**src/hdl/xfd_pkg.sv**
```systemverilog
// Shared constants, register indexes and small pattern helpers for the
// X-Trans fast demosaic block. Depends on nothing; used by xfd_div and the top level.
package xfd_pkg;

  localparam int PIX_W  = 16;
  localparam int SUM_W  = PIX_W + 4;
  localparam int MAX_W  = 8192;
  localparam int MAX_H  = 8192;
  localparam int ADDR_W = $clog2(MAX_W);
  localparam int CNT_W  = $clog2(MAX_W) + 1;
  localparam int DIM_W  = 14;
  localparam int PAT_W  = 12;
  localparam int WIN_N  = 9;
  localparam int TAP_W  = 4;
  localparam int DEN_W  = 4;
  localparam int IDX_W  = 4;
  localparam int POS_W  = 13;

  localparam logic [IDX_W-1:0] REG_WIDTH  = 4'd0;
  localparam logic [IDX_W-1:0] REG_HEIGHT = 4'd1;
  localparam logic [IDX_W-1:0] REG_PAT0   = 4'd2;
  localparam logic [IDX_W-1:0] REG_PAT1   = 4'd3;
  localparam logic [IDX_W-1:0] REG_PAT2   = 4'd4;
  localparam logic [IDX_W-1:0] REG_PAT3   = 4'd5;
  localparam logic [IDX_W-1:0] REG_PAT4   = 4'd6;
  localparam logic [IDX_W-1:0] REG_PAT5   = 4'd7;

  localparam logic [1:0] COL_RED   = 2'd0;
  localparam logic [1:0] COL_GREEN = 2'd1;
  localparam logic [1:0] COL_BLUE  = 2'd2;

  localparam logic [PAT_W-1:0] PAT0_RST = 12'd2373;
  localparam logic [PAT_W-1:0] PAT1_RST = 12'd357;
  localparam logic [PAT_W-1:0] PAT2_RST = 12'd1554;
  localparam logic [PAT_W-1:0] PAT3_RST = 12'd357;
  localparam logic [PAT_W-1:0] PAT4_RST = 12'd2373;
  localparam logic [PAT_W-1:0] PAT5_RST = 12'd1176;

  function automatic logic [DIM_W-1:0] clamp_dim(logic [DIM_W-1:0] v, logic [DIM_W-1:0] maxv);
    if (v < DIM_W'(3)) return DIM_W'(3);
    if (v > maxv) return maxv;
    return v;
  endfunction

  function automatic logic [2:0] inc6(logic [2:0] v);
    return (v >= 3'd5) ? 3'd0 : v + 3'd1;
  endfunction

  function automatic logic [2:0] dec6(logic [2:0] v);
    return (v == 3'd0) ? 3'd5 : v - 3'd1;
  endfunction

  // Colour code of one column of a pattern row; the undefined code counts as green.
  function automatic logic [1:0] colour_of(logic [PAT_W-1:0] bits, logic [2:0] col);
    logic [1:0] code;
    case (col)
      3'd0:    code = bits[1:0];
      3'd1:    code = bits[3:2];
      3'd2:    code = bits[5:4];
      3'd3:    code = bits[7:6];
      3'd4:    code = bits[9:8];
      default: code = bits[11:10];
    endcase
    return (code == 2'd3) ? COL_GREEN : code;
  endfunction

  // Window tap position: row and column 0 above/left, 1 centre, 2 below/right.
  function automatic logic [1:0] tap_row(logic [TAP_W-1:0] k);
    case (k)
      4'd0, 4'd1, 4'd2: return 2'd0;
      4'd3, 4'd4, 4'd5: return 2'd1;
      default:          return 2'd2;
    endcase
  endfunction

  function automatic logic [1:0] tap_col(logic [TAP_W-1:0] k);
    case (k)
      4'd0, 4'd3, 4'd6: return 2'd0;
      4'd1, 4'd4, 4'd7: return 2'd1;
      default:          return 2'd2;
    endcase
  endfunction

  // Quarter weights: corners 1, edge neighbours 2, centre 0.
  function automatic logic [1:0] tap_weight(logic [TAP_W-1:0] k);
    case (k)
      4'd0, 4'd2, 4'd6, 4'd8: return 2'd1;
      4'd4:                   return 2'd0;
      default:                return 2'd2;
    endcase
  endfunction

endpackage

```
**src/hdl/xfd_div.sv**
```systemverilog
// Divider for the weighted colour sums by reciprocal multiplication, with a registered quotient.
// Divisors are small (one to fifteen), so a constant reciprocal table serves.
// Depends on xfd_pkg.
module xfd_div (
  input  logic                        clk_i,
  input  logic                        rst_ni,
  input  logic                        start_i,
  input  logic [xfd_pkg::SUM_W-1:0]   num_i,
  input  logic [xfd_pkg::DEN_W-1:0]   den_i,
  output logic                        done_o,
  output logic [xfd_pkg::SUM_W-1:0]   quot_o
);

  // With a 24-bit shift the rounded-up reciprocal is exact for every 20-bit
  // numerator and every divisor up to fifteen.
  localparam int SH = 24;
  localparam int RW = SH + 1;
  localparam int PRW = xfd_pkg::SUM_W + RW;
  localparam longint ONE_L = 64'd1 << SH;

  function automatic logic [RW-1:0] recip(logic [xfd_pkg::DEN_W-1:0] d);
    logic [RW-1:0] m;
    case (d)
      4'd1:    m = RW'(ONE_L);
      4'd2:    m = RW'((ONE_L + 1) / 2);
      4'd3:    m = RW'((ONE_L + 2) / 3);
      4'd4:    m = RW'((ONE_L + 3) / 4);
      4'd5:    m = RW'((ONE_L + 4) / 5);
      4'd6:    m = RW'((ONE_L + 5) / 6);
      4'd7:    m = RW'((ONE_L + 6) / 7);
      4'd8:    m = RW'((ONE_L + 7) / 8);
      4'd9:    m = RW'((ONE_L + 8) / 9);
      4'd10:   m = RW'((ONE_L + 9) / 10);
      4'd11:   m = RW'((ONE_L + 10) / 11);
      4'd12:   m = RW'((ONE_L + 11) / 12);
      4'd13:   m = RW'((ONE_L + 12) / 13);
      4'd14:   m = RW'((ONE_L + 13) / 14);
      4'd15:   m = RW'((ONE_L + 14) / 15);
      default: m = '0;
    endcase
    return m;
  endfunction

  logic [RW-1:0]             rcp;
  logic [PRW-1:0]            prod;
  logic [xfd_pkg::SUM_W-1:0] quot_q;
  logic                      done_q;

  assign rcp  = recip(den_i);
  assign prod = PRW'(num_i) * PRW'(rcp);

  always_ff @(posedge clk_i or negedge rst_ni) begin
    if (!rst_ni) begin
      done_q <= 1'b0;
    end else begin
      done_q <= start_i;
    end
  end

  always_ff @(posedge clk_i) begin
    if (start_i) begin
      quot_q <= prod[SH +: xfd_pkg::SUM_W];
    end
  end

  assign done_o = done_q;
  assign quot_o = quot_q;

endmodule

```
**config.mk**
```make
export PLATFORM = sky130hd
export DESIGN_NAME = xfd_div
export DESIGN_NICKNAME = d
export VERILOG_FILES = /design/src/hdl/xfd_pkg.sv /design/src/hdl/xfd_div.sv
export SDC_FILE = /design/constraint.sdc
export NUM_CORES = 1
export LEC_CHECK = 0
export ABC_CLOCK_PERIOD_IN_PS = 800
export BUFFER_PORTS_ARGS = -buffer_cell sky130_fd_sc_hd__buf_2
export CELL_PAD_IN_SITES_DETAIL_PLACEMENT = 0
export CELL_PAD_IN_SITES_GLOBAL_PLACEMENT = 1
export CORE_MARGIN = 5
export CORE_UTILIZATION = 50
export DETAILED_ROUTE_END_ITERATION = 6
export PLACE_DENSITY_LB_ADDON = 0.15
export SKIP_LAST_GASP = 1
export SLEW_MARGIN = 20
export SYNTH_ARGS = -nofsm -noshare
export SYNTH_HDL_FRONTEND = slang
export SYNTH_SLANG_ARGS = --single-unit
```
**constraint.sdc**
```tcl
create_clock -name clk_i -period 0.8 [get_ports clk_i]
set_input_delay 0.08 -clock clk_i [delete_from_list [all_inputs] [get_ports clk_i]]
set_output_delay 0.08 -clock clk_i [all_outputs]
set_load 0.01 [all_outputs]
```
**Word-level counts from Yosys, hierarchy flattened**

Memories as Yosys holds them, arrays and structs flattened.
Index checks and enable logic that the tools add are counted.
W data, S select, Z words.

- Multipliers: 1

Operator list:

| cell | number |
|---|---|
| $mul A20 B25 Y44 | 1 |

- Register bits: 21
- Output and inout bits: 21
- Input port bits: 27
- Memory bits (read-only): 400
- Memories: 1
- Logic and storage cells: 4

Memories:

| memory | depth | width | rd ports | clocked after memory_dff | write ports | line | RTL |
|---|---|---|---|---|---|---|---|
| (no name shown) | 16 | 25 | 1 | 0 | 0 | xfd_div.sv:23 | `case (d)` |

**Logic depth before layout (Yosys ltp)**

An unclocked memory read counts as a cell.

- Depth in word-level cells: 2
- Mapped depth: 31
- Gate-level depth less buffers: 30

**Worst setup path after synthesis**

OpenSTA, ideal clock, no wires.

- Kind: in2reg
- Start: input den_i[0] in the netlist's numbering
- End: register quot_q (netlist bit quot_o[13]) (data pin)
- Setup slack: -6.056 ns
- Library setup time: 0.258 ns
- Required time: 0.542 ns
- Arrival time: 6.598 ns
- Stages: 27
- Path buffers: 2
- Cell sequence: inv_1 -> ha_1 -> and2_1 -> clkbuf_1 -> mux2_2 -> clkbuf_1 -> and2_1 -> fa_1 -> inv_1 -> fa_1 -> fa_1 -> inv_1 -> fa_1 -> fa_1 -> fa_1 -> inv_1 -> fa_1 -> inv_1 -> ha_1 -> a21oi_1 -> a21boi_0 -> o31ai_1 -> nand4_1 -> o22ai_4 -> o211ai_2 -> a21oi_2 -> xnor2_1

- Cells in the longest elaborated chain, start to end: 2

RTL lines:

| item | line | RTL |
|---|---|---|
| from (decl) | xfd_div.sv:9 | `input logic [xfd_pkg::DEN_W-1:0] den_i,` |
| $mem_v2 Z16 W25 | n/a |  |
| $mul A20 B25 Y44 | xfd_div.sv:50 | `assign prod = PRW'(num_i) * PRW'(rcp);` |
| via prod[37] | xfd_div.sv:45 | `logic [PRW-1:0] prod;` |
| to (signal assigned) | xfd_div.sv:62 | `quot_q <= prod[SH +: xfd_pkg::SUM_W];` |
| to (decl) | xfd_div.sv:46 | `logic [xfd_pkg::SUM_W-1:0] quot_q;` |

The timed path passes the listed nets, and every way through them passes these cells.
A chain may end at the register's enable or synchronous reset.

**Worst setup path in the final report**

- Start: input den_i[1] in the netlist's numbering
- End: register quot_q (netlist bit quot_o[10]) (data pin)

Same word-level chain as after synthesis.

==> impl_results.md <==
- CTS sink count: 21
- Hold Path Class: input port to async pin
- DR vias: 13,340
- Final Wtd Congestion: 0.961
- Run status: finished, violations left
- Final Hold Viols: 0
- Simple-gate share of the synthesized area: 0.161
- CP max stage delay: 0.58 ns
- Synthesized Nets: 2,439
- Worst relative slew slack: 0.701
- Initial antenna violation count: 1
- Clk buf depth: 2
- # DRC: 0
- RSZ-0062 raised after global routing: yes
- Core area: 0.0333 sq mm
- Xor and xnor area share after synthesis: 0.0126
- Nature of the critical path endpoint: flop
- Clk Tree Root Cell: clkbuf_16
- Cts bufs inserted: 3
- Clk pin slew, worst setup/hold paths: 0.06 ns
- Util after Layout: 0.621
- Starting density of the core: 0.502
- Largest area contributor in the netlist: fa_1
- Mapped Area: 0.0167 sq mm
- Routed WL: 52,100 um
- Setup violators final: 41
- Full die area: 0.0372 sq mm
- CTS tree: yes
- Failing checks: setup timing
- Crit Path Class: input port to flop
- Vias in the first global route: 14,761
- Post-synthesis mux area share: 0.000674
- Min setup slack post-route: -5.92 ns
- Crit-path slowest cell: fa_2
- GRT Util Overall: 0.294
- Largest net degree at the start of global routing: 24
- Synth top area cells: fa_1 49%, ha_1 12%, inv_1 11%
- Crit start category: input port
- Synth Area per Inst: 9.03 sq um
- Netlist cell types: 56
- Worst Tran Pin Value: 0.448 ns
- Most frequent cells in the layout: 463 x inv_1, 388 x fa_1, 301 x buf_4
- Synth Warn #: 0
- Syn Inst Count: 1,849
- Area delta synth->final: 23.7%
- # IOs: 48
- Post-detail-place hpwl: 43,900 um
- Critical Path AT: 6.73 ns
- DIE WIDTH: 193 um
- Max-slew violation count: 0
- Seq/Total Area, Yosys: 0.0375
- Commonest non-fill, non-tap cell in the layout: inv_1
- Post-synth top area share: 0.489
- Final worst-path cycle share: 8.40
- Footprint of the multi-input gates: 0.0145 sq mm
- Final instance area: 0.0207 sq mm
- Main combinational cell family by area after synthesis: adder cells
- Layout cells sized above 1: 0.250
- Nets: 2,727
- Max FO, Critical Path: 8
- Register cell area after layout: 626 sq um
- Area after DPL: 0.0196 sq mm
- Crit path required time: 0.81 ns
- Total gr overflow: 0
- FMAX: 149 MHz
- Sum of routed wire segments on met1: 20,500 um
- Filler cells: 2,910
- Drt first-iter violations: 872
- DR WL/cell: 20.2 um
- Place WS: -6.49 ns
- H-tree levels: 1
- Die height: 193 um
- First-pass GRT wire length: 82,200 um
- Row cnt: 67
- Met3 wire length: 2900 um
- Port Buf Inserts: 47
- Antenna Nets Post-Route: 0
- Final Critical Period: 6.72 ns
- Highest Signal Layer: met4
- DR WL met2: 26,400 um
- Post-synthesis compound-gate area fraction: 0.0518
- Number of max-cap violations: 0
- Via density: 5.16
- Share of synthesized cell area in full adder, half adder and majority cells: 0.605
- Cell mode on critical path: fa_1
- Yosys reg bits: 21
- First-pass DRT Iterations: 5
synthesized netlist by cell type (all sizes together):
master / n
inv: 483
fa: 408
nand2: 265
ha: 155
and2: 150
clkbuf: 94
and3: 57
a21oi: 32
o21ai: 31
a21o: 20
edfxtp: 20
nor2: 19
xnor2: 18
nand3: 14
a31oi: 8
nand4: 8
nor2b: 8
nand2b: 7
xor2: 6
a211oi: 5
nor3: 5
o211ai: 4
a41oi: 3
buf: 3
a21boi: 2
nand3b: 2
nor3b: 2
o21a: 2
o21bai: 2
o221ai: 2
o22ai: 2
a2111oi: 1
a211o: 1
a311oi: 1
and2b: 1
and4: 1
dfrtp: 1
mux2: 1
nand4bb: 1
nor4: 1
o311ai: 1
o31a: 1
o31ai: 1
per-layer routing:
| metal | track usage | up-vias |
|---|---|---|
| met5 | 0 | - |
| met4 | 0.0960 | 0 |
| met3 | 0.0394 | 97 |
| met2 | 0.511 | 447 |
| met1 | 0.380 | 6783 |
| li1 | - | 6013 |
worst max-delay path: cells and delay by family:
| kind | cells | cell delay [ns] |
|---|---|---|
| xor+xnor | 1 | 0.12 |
| simple gates | 5 | 0.59 |
| fa+ha+maj | 9 | 3.99 |
| compound gates | 5 | 0.79 |
| buf+inv | 10 | 1.15 |
registers in the layout, indices dropped and copies added, names as in the netlist:
| register | flops |
|---|---|
| done_o | 1 |
| quot_o | 20 |
final timing paths:
kind,start,endpoint,slack [ns],cells after the start
max,den_i[1],quot_o[10],-5.92,30
min,rst_ni,done_o,0.13,2
max in group asynchronous,rst_ni,done_o,0.59,2
min in group clk_i,start_i,done_o,0.15,2
timing repair:
| item | 4_1_cts | 5_1_grt |
|---|---|---|
| hold endpoints to repair | 1 | 0 |
| cloned | 2 | 0 |
| pin swaps | 62 | 76 |
| hold buffers | 1 | 0 |
| gates resized for setup | 81 | 86 |
| setup endpoints to repair | 41 | 41 |
| buffers inserted | 20 | 16 |
cell families (layout without fill, tap and decap cells):
family	count (synthesis)	count (layout)
AO/OA/AOI/OAI	119	119
XOR/XNOR	24	24
adder cells (fa/ha/maj)	563	563
buffers and inverters	580	867
flip-flops	21	21
multiplexers	1	1
other	0	1
AND/OR/NAND/NOR	541	541
final cells by class:
class,count,area share
tap,448,0.0271
sequential,21,0.0303
inverter,483,0.0887
multi-input combinational,1248,0.704
antenna,1,0.000121
clock buffer,4,0.00381
timing repair buffer,380,0.146
metrics by stage:
step	hold slack (ns)	std cells	TNS [ns]
2_1_floorplan	-0.216	1849	-109.97
3_3_place_gp	-0.145	2543	-125.26
3_5_place_dp	-0.144	2543	-127.49
4_1_cts	0.127	2569	-117.43
5_1_grt	0.134	2584	-121.64
6_report	0.127	2585	-116.76
Power is not shown: default switching activity piles up to over one toggle a cycle in this logic, so the estimate is an artifact.
